`src/rtl/vqcp_pkg.sv`:
```
package vqcp_pkg;

   localparam int SLOT_BITS     = 15;
   localparam int LOG2_BITS     = 4;
   localparam int AVAIL_BITS    = 16;
   localparam int ADDR_BITS     = 64;
   localparam int LEN_BITS      = 32;
   localparam int CSR_DATA_BITS = 32;
   localparam int CSR_ADDR_BITS = 3;

   typedef logic [SLOT_BITS-1:0]  slot_type;
   typedef logic [AVAIL_BITS-1:0] avail_type;

   // descriptor flag bits
   localparam int FLAG_NEXT  = 0;
   localparam int FLAG_WRITE = 1;

   typedef enum logic [1:0] {
      KIND_DESC   = 2'd0,
      KIND_AVAIL  = 2'd1,
      KIND_INDEX  = 2'd2,
      KIND_NOTIFY = 2'd3
   } kind_type;

   // everything one buffer needs to produce its results
   typedef struct packed {
      logic [ADDR_BITS-1:0] addr;
      logic [LEN_BITS-1:0]  len;
      logic [1:0]           flags;
      slot_type             slot;
      slot_type             next_slot;
      logic                 last;
      logic                 notify;
      slot_type             avail_slot;
      slot_type             head;
      avail_type            avail_idx;
   } job_type;

   typedef struct packed {
      kind_type             kind;
      slot_type             slot;
      logic [ADDR_BITS-1:0] desc_addr;
      logic [LEN_BITS-1:0]  desc_len;
      logic [1:0]           desc_flags;
      slot_type             next_slot;
      avail_type            value;
      logic                 final_result;
   } result_type;

   // ring index mask; a log2 above SLOT_BITS saturates to the full slot width
   function automatic slot_type slot_mask(input logic [LOG2_BITS-1:0] lg);
      slot_type m;
      for (int i = 0; i < SLOT_BITS; i++) begin
         m[i] = (LOG2_BITS'(i) < lg);
      end
      return m;
   endfunction

endpackage

```
`src/rtl/vqcp_csr.sv`:
```
module vqcp_csr (
   input  logic                                clock,
   input  logic                                reset,
   input  logic                                csr_psel,
   input  logic                                csr_penable,
   input  logic                                csr_pwrite,
   input  logic [vqcp_pkg::CSR_ADDR_BITS-1:0]  csr_paddr,
   input  logic [vqcp_pkg::CSR_DATA_BITS-1:0]  csr_pwdata,
   output logic [vqcp_pkg::CSR_DATA_BITS-1:0]  csr_prdata,
   output logic                                csr_pready,
   output logic [vqcp_pkg::LOG2_BITS-1:0]      qsize_log2,
   output vqcp_pkg::avail_type                 queue_index
);
   import vqcp_pkg::*;

   localparam logic REG_QSIZE_LOG2  = 1'b0;
   localparam logic REG_QUEUE_INDEX = 1'b1;

   logic [LOG2_BITS-1:0] qsize_log2_ff;
   avail_type            queue_index_ff;
   logic                 reg_sel;
   logic                 wr_en;

   assign reg_sel    = csr_paddr[2];
   assign csr_pready = 1'b1;
   assign wr_en      = csr_psel && csr_penable && csr_pwrite && csr_pready;

   always_ff @(posedge clock) begin
      if (reset) begin
         qsize_log2_ff  <= LOG2_BITS'(8);
         queue_index_ff <= '0;
      end else if (wr_en) begin
         case (reg_sel)
            REG_QSIZE_LOG2:  qsize_log2_ff  <= csr_pwdata[LOG2_BITS-1:0];
            REG_QUEUE_INDEX: queue_index_ff <= csr_pwdata[AVAIL_BITS-1:0];
            default: ;
         endcase
      end
   end

   always_comb begin
      case (reg_sel)
         REG_QSIZE_LOG2:
            csr_prdata = {{(CSR_DATA_BITS-LOG2_BITS){1'b0}}, qsize_log2_ff};
         REG_QUEUE_INDEX:
            csr_prdata = {{(CSR_DATA_BITS-AVAIL_BITS){1'b0}}, queue_index_ff};
         default:
            csr_prdata = '0;
      endcase
   end

   assign qsize_log2  = qsize_log2_ff;
   assign queue_index = queue_index_ff;

endmodule

```
`src/rtl/vqcp_state.sv`:
```
module vqcp_state (
   input  logic                                clock,
   input  logic                                reset,
   input  logic                                accept,
   input  logic [vqcp_pkg::ADDR_BITS-1:0]      buffer_addr,
   input  logic [vqcp_pkg::LEN_BITS-1:0]       buffer_len,
   input  logic                                device_writes,
   input  logic                                chain_end,
   input  logic                                suppress_check,
   input  logic [vqcp_pkg::LOG2_BITS-1:0]      qsize_log2,
   output vqcp_pkg::job_type                   job
);
   import vqcp_pkg::*;

   slot_type  free_slot_ff, free_slot_in;
   slot_type  head_slot_ff, head_slot_in;
   logic      in_chain_ff,  in_chain_in;
   avail_type avail_count_ff, avail_count_in;

   slot_type  mask;
   slot_type  cur;
   slot_type  nxt;

   always_comb begin
      mask = slot_mask(qsize_log2);
      cur  = free_slot_ff & mask;
      nxt  = (cur + SLOT_BITS'(1)) & mask;

      // a new chain starts at the current free slot
      head_slot_in   = in_chain_ff ? head_slot_ff : cur;
      free_slot_in   = nxt;
      in_chain_in    = !chain_end;
      avail_count_in = chain_end ? avail_count_ff + AVAIL_BITS'(1) : avail_count_ff;

      job.addr              = buffer_addr;
      job.len               = buffer_len;
      job.flags[FLAG_NEXT]  = !chain_end;
      job.flags[FLAG_WRITE] = device_writes;
      job.slot              = cur;
      job.next_slot         = chain_end ? '0 : nxt;
      job.last              = chain_end;
      job.notify            = !suppress_check;
      job.avail_slot        = avail_count_ff[SLOT_BITS-1:0] & mask;
      job.head              = head_slot_in & mask;
      job.avail_idx         = avail_count_ff + AVAIL_BITS'(1);
   end

   always_ff @(posedge clock) begin
      if (reset) begin
         free_slot_ff   <= '0;
         head_slot_ff   <= '0;
         in_chain_ff    <= 1'b0;
         avail_count_ff <= '0;
      end else if (accept) begin
         free_slot_ff   <= free_slot_in;
         head_slot_ff   <= head_slot_in;
         in_chain_ff    <= in_chain_in;
         avail_count_ff <= avail_count_in;
      end
   end

endmodule

```
`src/rtl/vqcp_emit.sv`:
```
module vqcp_emit (
   input  logic                   clock,
   input  logic                   reset,
   input  logic                   req_valid,
   output logic                   in_ready,
   input  vqcp_pkg::job_type      job_in,
   input  vqcp_pkg::avail_type    queue_index,
   output logic                   rsp_valid,
   input  logic                   rsp_stall,
   output vqcp_pkg::result_type   rsp
);
   import vqcp_pkg::*;

   logic       job_valid_ff;
   job_type    job_ff;
   kind_type   step_ff, step_in;
   logic       rsp_valid_ff;
   result_type rsp_ff, rsp_in;

   logic out_free;
   logic emit;
   logic fin;
   logic job_done;
   logic accept;

   assign out_free = !rsp_valid_ff || !rsp_stall;
   assign emit     = job_valid_ff && out_free;
   assign job_done = emit && fin;
   assign in_ready = !job_valid_ff || job_done;
   assign accept   = req_valid && in_ready;

   always_comb begin
      rsp_in      = '0;
      rsp_in.kind = step_ff;
      fin         = 1'b1;
      step_in     = KIND_DESC;
      case (step_ff)
         KIND_DESC: begin
            rsp_in.slot       = job_ff.slot;
            rsp_in.desc_addr  = job_ff.addr;
            rsp_in.desc_len   = job_ff.len;
            rsp_in.desc_flags = job_ff.flags;
            rsp_in.next_slot  = job_ff.next_slot;
            fin               = !job_ff.last;
            step_in           = KIND_AVAIL;
         end
         KIND_AVAIL: begin
            rsp_in.slot  = job_ff.avail_slot;
            rsp_in.value = {{(AVAIL_BITS-SLOT_BITS){1'b0}}, job_ff.head};
            fin          = 1'b0;
            step_in      = KIND_INDEX;
         end
         KIND_INDEX: begin
            rsp_in.value = job_ff.avail_idx;
            fin          = !job_ff.notify;
            step_in      = KIND_NOTIFY;
         end
         KIND_NOTIFY: begin
            rsp_in.value = queue_index;
         end
         default: ;
      endcase
      rsp_in.final_result = fin;
   end

   always_ff @(posedge clock) begin
      if (reset) begin
         job_valid_ff <= 1'b0;
         step_ff      <= KIND_DESC;
         rsp_valid_ff <= 1'b0;
      end else begin
         if (accept) begin
            job_valid_ff <= 1'b1;
            step_ff      <= KIND_DESC;
         end else if (job_done) begin
            job_valid_ff <= 1'b0;
         end else if (emit) begin
            step_ff <= step_in;
         end
         if (out_free) begin
            rsp_valid_ff <= emit;
         end
      end
      if (accept) begin
         job_ff <= job_in;
      end
      if (emit) begin
         rsp_ff <= rsp_in;
      end
   end

   assign rsp_valid = rsp_valid_ff;
   assign rsp       = rsp_ff;

endmodule

```
`src/rtl/virtqueue_chain_publisher.sv`:
```
// channel   direction  handshake                  payload
// req_      in         req_valid / req_stall      buffer addr, len, device-writes, chain-end,
//                                                 suppress check
// rsp_      out        rsp_valid / rsp_stall      kind, slot, descriptor fields, value, final
// csr_      in/out     APB psel/penable/pready    queue_size_log2 @0x0, queue_index @0x4
//
// One buffer is taken per cycle when it is not a chain end and rsp_stall is low; its
// descriptor write passes the job register, then the output register. A chain-end buffer
// yields three or four transactions; the job register sets throughput, issuing one result per
// unstalled cycle, so the next buffer waits until the last one issues. Reset is synchronous
// and clears ring state and valids; no clearing pass. A stalled result holds its value while
// the job register keeps the next buffer.
module virtqueue_chain_publisher (
   input  logic                                clock,
   input  logic                                reset,

   input  logic                                req_valid,
   output logic                                req_stall,
   input  logic [vqcp_pkg::ADDR_BITS-1:0]      req_buffer_addr,
   input  logic [vqcp_pkg::LEN_BITS-1:0]       req_buffer_len,
   input  logic                                req_device_writes,
   input  logic                                req_chain_end,
   input  logic                                req_suppress_check,

   output logic                                rsp_valid,
   input  logic                                rsp_stall,
   output logic [1:0]                          rsp_kind,
   output logic [vqcp_pkg::SLOT_BITS-1:0]      rsp_slot,
   output logic [vqcp_pkg::ADDR_BITS-1:0]      rsp_desc_addr,
   output logic [vqcp_pkg::LEN_BITS-1:0]       rsp_desc_len,
   output logic [1:0]                          rsp_desc_flags,
   output logic [vqcp_pkg::SLOT_BITS-1:0]      rsp_next_slot,
   output logic [vqcp_pkg::AVAIL_BITS-1:0]     rsp_value,
   output logic                                rsp_final_result,

   input  logic                                csr_psel,
   input  logic                                csr_penable,
   input  logic                                csr_pwrite,
   input  logic [vqcp_pkg::CSR_ADDR_BITS-1:0]  csr_paddr,
   input  logic [vqcp_pkg::CSR_DATA_BITS-1:0]  csr_pwdata,
   output logic [vqcp_pkg::CSR_DATA_BITS-1:0]  csr_prdata,
   output logic                                csr_pready
);
   import vqcp_pkg::*;

   logic [LOG2_BITS-1:0] qsize_log2;
   avail_type            queue_index;
   job_type              job;
   logic                 in_ready;
   logic                 accept;
   result_type           rsp;

   // a buffer transaction completes when the job register is free or drains now
   assign req_stall = !in_ready;
   assign accept    = req_valid && in_ready;

   vqcp_csr u_csr (
      .clock       (clock),
      .reset       (reset),
      .csr_psel    (csr_psel),
      .csr_penable (csr_penable),
      .csr_pwrite  (csr_pwrite),
      .csr_paddr   (csr_paddr),
      .csr_pwdata  (csr_pwdata),
      .csr_prdata  (csr_prdata),
      .csr_pready  (csr_pready),
      .qsize_log2  (qsize_log2),
      .queue_index (queue_index)
   );

   // ring bookkeeping: free slot, chain head, avail count; updated at acceptance
   vqcp_state u_state (
      .clock          (clock),
      .reset          (reset),
      .accept         (accept),
      .buffer_addr    (req_buffer_addr),
      .buffer_len     (req_buffer_len),
      .device_writes  (req_device_writes),
      .chain_end      (req_chain_end),
      .suppress_check (req_suppress_check),
      .qsize_log2     (qsize_log2),
      .job            (job)
   );

   // job register plus result sequencing into the output register
   vqcp_emit u_emit (
      .clock       (clock),
      .reset       (reset),
      .req_valid   (req_valid),
      .in_ready    (in_ready),
      .job_in      (job),
      .queue_index (queue_index),
      .rsp_valid   (rsp_valid),
      .rsp_stall   (rsp_stall),
      .rsp         (rsp)
   );

   assign rsp_kind         = rsp.kind;
   assign rsp_slot         = rsp.slot;
   assign rsp_desc_addr    = rsp.desc_addr;
   assign rsp_desc_len     = rsp.desc_len;
   assign rsp_desc_flags   = rsp.desc_flags;
   assign rsp_next_slot    = rsp.next_slot;
   assign rsp_value        = rsp.value;
   assign rsp_final_result = rsp.final_result;

endmodule

```
`config.mk`:
```
export PLATFORM = sky130hd
export DESIGN_NAME = virtqueue_chain_publisher
export DESIGN_NICKNAME = d
export VERILOG_FILES = /design/src/rtl/vqcp_pkg.sv /design/src/rtl/vqcp_csr.sv /design/src/rtl/vqcp_state.sv /design/src/rtl/vqcp_emit.sv /design/src/rtl/virtqueue_chain_publisher.sv
export SDC_FILE = /design/constraint.sdc
export NUM_CORES = 1
export LEC_CHECK = 0
export BUFFER_PORTS_ARGS = -buffer_cell sky130_fd_sc_hd__buf_2
export CAP_MARGIN = 10
export CELL_PAD_IN_SITES_DETAIL_PLACEMENT = 1
export CELL_PAD_IN_SITES_GLOBAL_PLACEMENT = 1
export CORE_UTILIZATION = 40
export CTS_CLUSTER_DIAMETER = 60
export CTS_CLUSTER_SIZE = 8
export DETAILED_ROUTE_END_ITERATION = 10
export GPL_ROUTABILITY_DRIVEN = 0
export PLACE_DENSITY_LB_ADDON = 0.05
export SLEW_MARGIN = 20
export SYNTH_ARGS = -nofsm -noshare
export SYNTH_HDL_FRONTEND = slang
export SYNTH_SLANG_ARGS = --single-unit
```
`constraint.sdc`:
```
create_clock -name clock -period 15.05 [get_ports clock]
set_clock_uncertainty 0.15 [all_clocks]
set_input_delay 0.7525 -clock clock [delete_from_list [all_inputs] [get_ports clock]]
set_output_delay 0.7525 -clock clock [all_outputs]
set_load 0.05 [all_outputs]
```
==> results of run 1 <==
==> power by group <==
group / switching [W] / internal [W] / total, W / leakage, nW
Combinational: 0.000179 / 0.0000533 / 0.000232 / 2.53
Sequential: 0.0000152 / 0.00125 / 0.00126 / 3.69
Clock: 0.000453 / 0.000715 / 0.00117 / 0.774
Total: 0.000647 / 0.00202 / 0.00266 / 6.99
==> stage by stage <==
stage	cell area [um2]	worst slack, ps
5_1_grt	18800	10170
3_3_place_gp	17100	10240
4_1_cts	18800	10120
2_1_floorplan	15300	6230
3_5_place_dp	17100	10130
6_report	18800	10540
==> synthesized netlist by cell type (2+ instances only) <==
cell / count / area share (%)
or2_2: 2 / 0.082
a21oi_2: 2 / 0.11
buf_4: 17 / 0.84
and4_1: 4 / 0.23
nor2_1: 72 / 1.8
buf_6: 2 / 0.15
a22o_1: 15 / 0.86
a21oi_1: 43 / 1.4
nor3b_1: 4 / 0.20
xor2_1: 9 / 0.52
clkbuf_1: 45 / 1.1
nand3_1: 21 / 0.69
nand4b_1: 2 / 0.11
a211o_1: 2 / 0.11
edfxtp_1: 323 / 64
mux2_2: 5 / 0.37
ha_1: 8 / 0.66
nand2_1: 77 / 1.9
o211ai_1: 2 / 0.098
a222oi_1: 15 / 0.99
inv_1: 13 / 0.32
a31oi_1: 6 / 0.25
buf_1: 4 / 0.098
clkinv_1: 2 / 0.049
dfxtp_1: 71 / 9.3
o21ai_0: 24 / 0.79
and2_1: 136 / 5.6
nand2b_1: 4 / 0.16
mux2i_1: 22 / 1.4
or4_1: 9 / 0.44
nor3_1: 23 / 0.76
nor2b_1: 22 / 0.90
buf_2: 8 / 0.26
conb_1: 2 / 0.049
nor3_2: 2 / 0.13
a31o_2: 2 / 0.11
nand4_1: 9 / 0.37
nor4_1: 10 / 0.41
and3_1: 9 / 0.37
xnor2_1: 26 / 1.5
==> final cells by class <==
cell class,instances,share of cell area (%)
timing repair buffer,301,8.32
sequential,394,59.2
antenna,3,0.0399
clock buffer,100,8.39
tap,511,3.40
multi-input combinational,617,20.1
clock inverter,3,0.293
inverter,15,0.326
==> registers in the layout (all words and copies together), names as in the netlist, 2 cells and up <==
| register | count |
|---|---|
| u_emit.job_ff | 176 |
| u_emit.rsp | 147 |
| u_csr.queue_index | 16 |
| u_state.avail_count_ff | 16 |
| u_state.free_slot_ff | 15 |
| u_state.head_slot_ff | 15 |
| u_csr.qsize_log2 | 4 |
| u_emit.step_ff | 2 |
==> worst max-delay path, cell delays in order (launching register included) <==
cell and delay [ps]:
dfxtp_1 370, inv_1 160, ha_1 710, nand2b_1 170, nand3_1 230, nand2_1 80, buf_4 270, inv_6 420
buf_4 700, buf_4 490, buf_16 320
==> cells in the final DEF, fill, tap and decap left out, types with 15 or more instances in the layout <==
cell and n:
nand3_1 21, nor2b_1 21, conb_1 17, buf_2 286, o21ai_0 24, and2_1 136, a22o_1 15, clkbuf_1 43
edfxtp_1 323, nor2_1 72, mux2i_1 22, nor3_1 23, a222oi_1 15, clkbuf_16 56, nand2_1 77, dfxtp_1 71
a21oi_1 43, xnor2_1 26
==> cell families after synthesis <==
logic type | synth area share (%)
AND/OR/NAND/NOR | 14.4
adder cells (fa/ha/maj) | 0.657
buffers and inverters | 2.82
flip-flops | 73.0
XOR/XNOR | 2.01
multiplexers | 1.81
AO/OA/AOI/OAI | 5.25
other | 0.0493
==> layer usage <==
layer,up-vias,wire length [um]
li1,4514,-
met2,254,19300
met3,66,2200
met1,4832,17100
met4,2,891
met5,-,13
==> worst paths after layout <==
path	startpoint	end	slack [ps]	cells after the start
max reg2reg	u_emit.step_ff[0]$_SDFFE_PP0P_	u_emit.job_ff[88]$_DFFE_PP_	10540	10
min	req_buffer_addr[9]	u_emit.job_ff[121]$_DFFE_PP_	200	1
max	u_emit.step_ff[0]$_SDFFE_PP0P_	u_emit.job_ff[88]$_DFFE_PP_	10540	10
min reg2reg	u_csr.qsize_log2[3]$_SDFFE_PP1P_	u_csr.qsize_log2[3]$_SDFFE_PP1P_	310	1
==> impl_metrics.json, run 1 <==
{
  "status": "finished, final reports clean",
  "max_slew_margin_pct": 35.3,
  "drive_gt1_share_pct": 26.9,
  "critPathMaxFanout": 59,
  "clk_pin_slew_ps": 50,
  "instances_no_fill": 1944,
  "grt_max_degree": 105,
  "drv_slew": 0,
  "via_count": 9668,
  "io_pins": 323,
  "cp_data_arrival_time_ps": 4610,
  "area_delta_synth_final_pct": 23.3,
  "finalSetupViolations": 0,
  "seqCellArea_um2": 11100,
  "die_y_um": 197,
  "ys_types": 53,
  "met3_usage_pct": 4.39,
  "grt_pass1_wl_um": 59100,
  "finalHoldViolCount": 0,
  "fp-row-count": 71,
  "fill_cells": 3867,
  "ys_async_sr_fraction_pct": 0,
  "synth_warnings": 0,
  "path_class": "reg -> reg",
  "grt_pass1_vias": 9846,
  "p_leak_nw": 6.99,
  "dp_cells": 1837,
  "dp_hpwl_um": 25300,
  "grt_usage_pct": 20.2,
  "synthCells": 1087,
  "numCtsBuffers": 55,
  "antenna_found_initial": 4,
  "synthFlopType": "edfxtp_1",
  "drc_errors": 0,
  "power_density_nw_per_um2": 142,
  "portBuffers": 287,
  "nNetsFinal": 1533,
  "drt-initial-drc-count": 446,
  "start_util_pct": 40.6,
  "peakVddDrop_uv": 74.0,
  "detail_route.wl_per_cell_um": 20.3,
  "routed_wl_um": 39500,
  "cts_setup_buffers": 0,
  "firstDrtPassIters": 5,
  "synth-seq-area-share_pct": 73.0,
  "clock.fmax_ghz": 0.222,
  "routed_via_density": 4.97,
  "multi_input_area_um2": 3770,
  "overflow": 0,
  "die-area_um2": 38900,
  "synth_edf_count": 323,
  "syn_area_um2": 15200,
  "endpoint_kind": "flop",
  "required_ps": 15150,
  "cts-root-buf": "clkbuf_16",
  "cp-start-kind": "flop",
  "worst_hold_slack_ps": 196,
  "power_w": 0.00266,
  "htree_levels": 2,
  "cts_hold_buffers": 0,
  "use_met1_pct": 26.1,
  "cts-resized-gates": 0,
  "worstSkewPairLatency_ps": 580,
  "layout_min_cycle_time_ps": 4510,
  "worst_pin_slew_ps": 971,
  "antenna_left": 0,
  "avgSynthCellArea_um2": 14.0,
  "cts.sink_count": 394,
  "cts_tree": "built",
  "hold_path_class": "in -> reg",
  "min_period_over_period_pct": 29.9,
  "grt-busiest-layer": "met2",
  "die_w_um": 197,
  "grt_util_met2_pct": 33.6,
  "core_area_um2": 37600,
  "rsz0062_at_grt": "no",
  "setup-tns-final_ps": 0,
  "ys_seq_elements": 394,
  "ctsLongestPathBuffers": 3,
  "cap_violations": 0,
  "post-route-util_pct": 50.0
}
Note: power is estimated with default switching activity, not from simulation.
==> run 2, diff against run 1 <==
==> constraint.sdc (replaced) <==
create_clock -name clock -period 4.4 [get_ports clock]
set_clock_uncertainty 0.15 [all_clocks]
set_input_delay 0.22 -clock clock [delete_from_list [all_inputs] [get_ports clock]]
set_output_delay 0.22 -clock clock [all_outputs]
set_load 0.05 [all_outputs]
==> impl_metrics.json, run 2 (synthesized netlist as in run 1, its figures left out) <==
{
  "antenna_left": 0,
  "grt_pass1_wl_um": 62500,
  "clk_pin_slew_ps": 50,
  "drc_errors": 0,
  "htree_levels": 2,
  "power_w": 0.00918,
  "rsz0062_at_grt": "no",
  "drt-initial-drc-count": 521,
  "cp-start-kind": "flop",
  "worstSkewPairLatency_ps": 600,
  "drive_gt1_share_pct": 25.0,
  "multi_input_area_um2": 3770,
  "max_stage_delay_ps": 630,
  "cpMaxStageDelayCell": "dfxtp_1",
  "area_delta_synth_final_pct": 31.1,
  "cp_num_buf_inv": 0,
  "worst_slack_ps": 1150,
  "routed_via_density": 4.93,
  "cts.sink_count": 394,
  "cts-resized-gates": 0,
  "die-area_um2": 38900,
  "largest_register_ffs": 176,
  "endpoint_kind": "flop",
  "path_delay_family": "simple AND/OR/NAND/NOR gates",
  "final_cell_mix": "323 x edfxtp_1, 287 x buf_2, 136 x and2_1",
  "io_pins": 323,
  "start_util_pct": 40.6,
  "dp_hpwl_um": 26500,
  "power_density_nw_per_um2": 459,
  "via_count": 10200,
  "status": "finished, final reports clean",
  "pre_cts_ws_ps": 1180,
  "peakVddDrop_uv": 298,
  "cts_tree": "built",
  "grt_usage_pct": 21.3,
  "detail_route.wl_per_cell_um": 20.0,
  "cp_data_arrival_time_ps": 3610,
  "setup-tns-final_ps": 0,
  "cts-root-buf": "clkbuf_16",
  "seqCellArea_um2": 11100,
  "finalSetupViolations": 0,
  "nNetsFinal": 1652,
  "numCtsBuffers": 55,
  "layout_min_cycle_time_ps": 3250,
  "clock.fmax_ghz": 0.308,
  "routed_wl_um": 41200,
  "ctsLongestPathBuffers": 3,
  "antenna_found_initial": 1,
  "cap_violations": 0,
  "drv_slew": 0,
  "max_slew_margin_pct": 36.8,
  "grt_pass1_vias": 10600,
  "max_flop_register": "u_emit.job_ff",
  "critPathMaxFanout": 11,
  "grt_max_degree": 85,
  "worst_pin_slew_ps": 947,
  "rrSetupSlack_ps": 1150,
  "fill_cells": 3839,
  "required_ps": 4760,
  "cp_cell_sequence": "or2_2 -> nor3_1 -> nor2b_1 -> ha_1 -> o2111ai_2 -> nor3_4 -> nand3_1 -> or4_1 -> a31oi_1",
  "min_period_over_period_pct": 73.9,
  "overflow": 0,
  "p_leak_nw": 7.50,
  "final_common_cell": "edfxtp_1",
  "die_w_um": 197,
  "portBuffers": 287,
  "core_area_um2": 37600,
  "path_class": "reg -> reg",
  "die_y_um": 197,
  "firstDrtPassIters": 5,
  "fp-row-count": 71,
  "hold_path_class": "in -> reg",
  "finalHoldViolCount": 0
}
==> run 2: cell types whose count changed in the layout (fill, tap and decap cells not counted), moves of 2 or more <==
| cell | change |
|---|---|
| clkbuf_8 | +2 |
| buf_12 | +3 |
| dlygate4sd3_1 | +116 |
| diode_2 | -2 |
==> run 2: metal layers <==
| layer | vias to the layer above | track usage [%] | wire length, um |
|---|---|---|---|
| met5 | - | 0 | 0 |
| met4 | 0 | 6.55 | 966 |
| met3 | 59 | 4.85 | 2300 |
| met2 | 286 | 36.1 | 20300 |
| met1 | 5066 | 27.0 | 17700 |
| li1 | 4757 | - | - |
==> run 2: worst register-to-register path: stages, from the launching register on <==
cell	delay, ps
dfxtp_1	630
or2_2	250
nor3_1	120
nor2b_1	230
ha_1	290
o2111ai_2	260
nor3_4	380
nand3_1	220
or4_1	440
a31oi_1	190
==> run 2: what timing repair did <==
action | CTS | global route
hold endpoints to repair | 120 | 0
setup buffers | 0 | 0
endpoints found under the setup margin | 0 | 0
hold buffers | 116 | 0
==> run 2: where the power goes <==
| group | switching (W) | internal (W) | leakage [nW] |
|---|---|---|---|
| Combinational | 0.000631 | 0.000254 | 3.03 |
| Clock | 0.00157 | 0.00240 | 0.774 |
| Sequential | 0.0000551 | 0.00427 | 3.69 |
==> run 2: final cells by class <==
class	count	area share, %
antenna	1	0.0125
clock buffer	101	7.90
clock inverter	3	0.263
inverter	15	0.307
multi-input combinational	617	18.8
sequential	394	55.6
tap	511	3.20
timing repair buffer	420	13.8
==> run 2: through the flow <==
stage               std cells  util (%)  area, um2  hold slack (ps)
floorplan                1102         -      15300              169
global placement         1841      45.7      17200              247
finish                   2062      53.2      20000             25.1
CTS                      2061      53.2      20000             3.32
global route             2062      53.2      20000             18.3
detailed placement       1841      45.7      17200              248
==> run 2: final timing paths <==
path | endpoint | cells past startpoint | startpoint
max | u_state.free_slot_ff[14]$_SDFFE_PP0P_ | 9 | u_csr.qsize_log2[0]$_SDFFE_PP0P_
min | u_emit.job_ff[47]$_DFFE_PP_ | 1 | req_chain_end
max reg2reg | u_state.free_slot_ff[14]$_SDFFE_PP0P_ | 9 | u_csr.qsize_log2[0]$_SDFFE_PP0P_
min reg2reg | u_state.head_slot_ff[12]$_SDFFE_PP0P_ | 2 | u_state.head_slot_ff[12]$_SDFFE_PP0P_
==> run 3, diff against run 2 <==
==> constraint.sdc (replaced) <==
create_clock -name clock -period 3.1 [get_ports clock]
set_clock_uncertainty 0.15 [all_clocks]
set_input_delay 0.155 -clock clock [delete_from_list [all_inputs] [get_ports clock]]
set_output_delay 0.155 -clock clock [all_outputs]
set_load 0.05 [all_outputs]
==> impl_metrics.json, run 3 (synthesized netlist as in run 1, its figures left out) <==
{
  "cts_hold_buffers": 119,
  "detail_route.wl_per_cell_um": 20.0,
  "worst_hold_slack_ps": 106,
  "firstDrtPassIters": 7,
  "grt_max_degree": 88,
  "cts_setup_buffers": 0,
  "max_stage_delay_ps": 410,
  "cts.sink_count": 394,
  "area_delta_synth_final_pct": 32.4,
  "path_depth": 9,
  "p_leak_nw": 7.61,
  "fill_cells": 3832,
  "antenna_left": 0,
  "status": "finished, final reports clean",
  "reg2reg_depth": 9,
  "cp_num_buf_inv": 0,
  "final_common_cell": "edfxtp_1",
  "max_flop_register": "u_emit.job_ff",
  "core_area_um2": 37600,
  "htree_levels": 2,
  "rsz0062_at_grt": "no",
  "worst_pin_slew_ps": 957,
  "post-route-util_pct": 53.7,
  "drive_gt1_share_pct": 25.8,
  "drt-initial-drc-count": 451,
  "cts_tree": "built",
  "io_pins": 323,
  "nNetsFinal": 1675,
  "cp-start-kind": "flop",
  "ctsLongestPathBuffers": 3,
  "min_period_over_period_pct": 85.9,
  "portBuffers": 287,
  "clock.fmax_ghz": 0.376,
  "fp-row-count": 71,
  "layout_min_cycle_time_ps": 2660,
  "worstSkewPairLatency_ps": 580,
  "die_y_um": 197,
  "cp_cell_sequence": "or2_2 -> nor3_1 -> nor2b_1 -> ha_1 -> o2111ai_2 -> nor3_4 -> nand3_1 -> or4_1 -> a31oi_1",
  "overflow": 0,
  "final_cell_mix": "323 x edfxtp_1, 287 x buf_2, 135 x and2_1",
  "hold_path_depth": 3,
  "routed_wl_um": 41800,
  "largest_register_ffs": 176,
  "numCtsBuffers": 55,
  "antenna_found_initial": 1,
  "required_ps": 3450,
  "grt_usage_pct": 21.5,
  "path_class": "reg -> reg",
  "dp_cells": 1861,
  "drv_slew": 0,
  "grt_pass1_vias": 10900,
  "fin_area_um2": 20200,
  "finalHoldViolCount": 0,
  "instances_no_fill": 2084,
  "routed_via_density": 4.94,
  "max_slew_margin_pct": 36.2,
  "cap_violations": 0,
  "hold_path_class": "in -> reg",
  "peakVddDrop_uv": 378,
  "start_util_pct": 40.6,
  "die-area_um2": 38900,
  "die_w_um": 197,
  "cts-resized-gates": 0,
  "endpoint_kind": "flop",
  "grt_pass1_wl_um": 63200,
  "cpMaxStageDelayCell": "or4_1",
  "critPathMaxFanout": 5,
  "drc_errors": 0,
  "via_count": 10300,
  "cts-root-buf": "clkbuf_16",
  "cp_data_arrival_time_ps": 3010,
  "setup-tns-final_ps": 0,
  "path_delay_family": "simple AND/OR/NAND/NOR gates",
  "dp_hpwl_um": 26400,
  "clk_pin_slew_ps": 50,
  "power_density_nw_per_um2": 641,
  "place_area_um2": 17400,
  "finalSetupViolations": 0
}
-- run 3: cell types whose count changed in the layout (fill, tap and decap cells not counted), moves of 2 or more --
cell,previous run,this run
clkbuf_1,43,45
buf_4,14,29
buf_12,3,8
clkbuf_8,3,0
dlygate4sd3_1,116,119
-- run 3: cell type report --
class | instances | area, um2 | share of cell area (%)
Antenna cell | 1 | 2.50 | 0.0124
Multi-Input combinational cell | 617 | 3770 | 18.7
Timing Repair Buffer | 443 | 3010 | 14.9
Sequential cell | 394 | 11100 | 55.1
Clock buffer | 100 | 1550 | 7.66
Tap cell | 511 | 639 | 3.17
Clock inverter | 3 | 37.5 | 0.186
Inverter | 15 | 61.3 | 0.304
-- run 3: worst register-to-register path: cells and delay by family (launching register included) --
family,cells,cell delay [ps]
flip-flops,1,350
AND/OR/NAND/NOR,6,1330
AO/OA/AOI/OAI,2,440
adder cells (fa/ha/maj),1,310
-- run 3: per-stage QoR --
step / setup WS (ps) / total power, W
finish: 438 / 0.0129
global route: 189 / 0.0134
CTS: 419 / 0.0131
detailed placement: 393 / 0.00741
global placement: 526 / 0.00739
floorplan: -549 / 0.00704
-- run 3: per-layer routing --
| layer | wire, um | share of wire [%] | vias to the layer above | track usage, % |
|---|---|---|---|---|
| met4 | 978 | 2.3 | 0 | 6.89 |
| li1 | - | - | 4799 | - |
| met5 | 0 | 0 | - | 0 |
| met2 | 20600 | 49 | 275 | 36.4 |
| met3 | 2280 | 5.5 | 65 | 4.78 |
| met1 | 17900 | 43 | 5151 | 27.4 |
-- run 3: path summary, 6_finish.rpt --
path,slack (ps),to,start
setup reg to reg,440,u_state.free_slot_ff[14]$_SDFFE_PP0P_,u_csr.qsize_log2[1]$_SDFFE_PP0P_
hold reg to reg,320,u_state.head_slot_ff[1]$_SDFFE_PP0P_,u_state.head_slot_ff[1]$_SDFFE_PP0P_
setup / recovery,440,u_state.free_slot_ff[14]$_SDFFE_PP0P_,u_csr.qsize_log2[1]$_SDFFE_PP0P_
hold / removal,110,u_csr.qsize_log2[3]$_SDFFE_PP1P_,csr_pwrite
-- run 3: report_power, final --
part / total [W] / switching [W] / internal, W
Clock: 0.00551 / 0.00219 / 0.00332
Sequential: 0.00614 / 0.0000788 / 0.00606
Combinational: 0.00129 / 0.000902 / 0.000387
Total: 0.0129 / 0.00317 / 0.00977
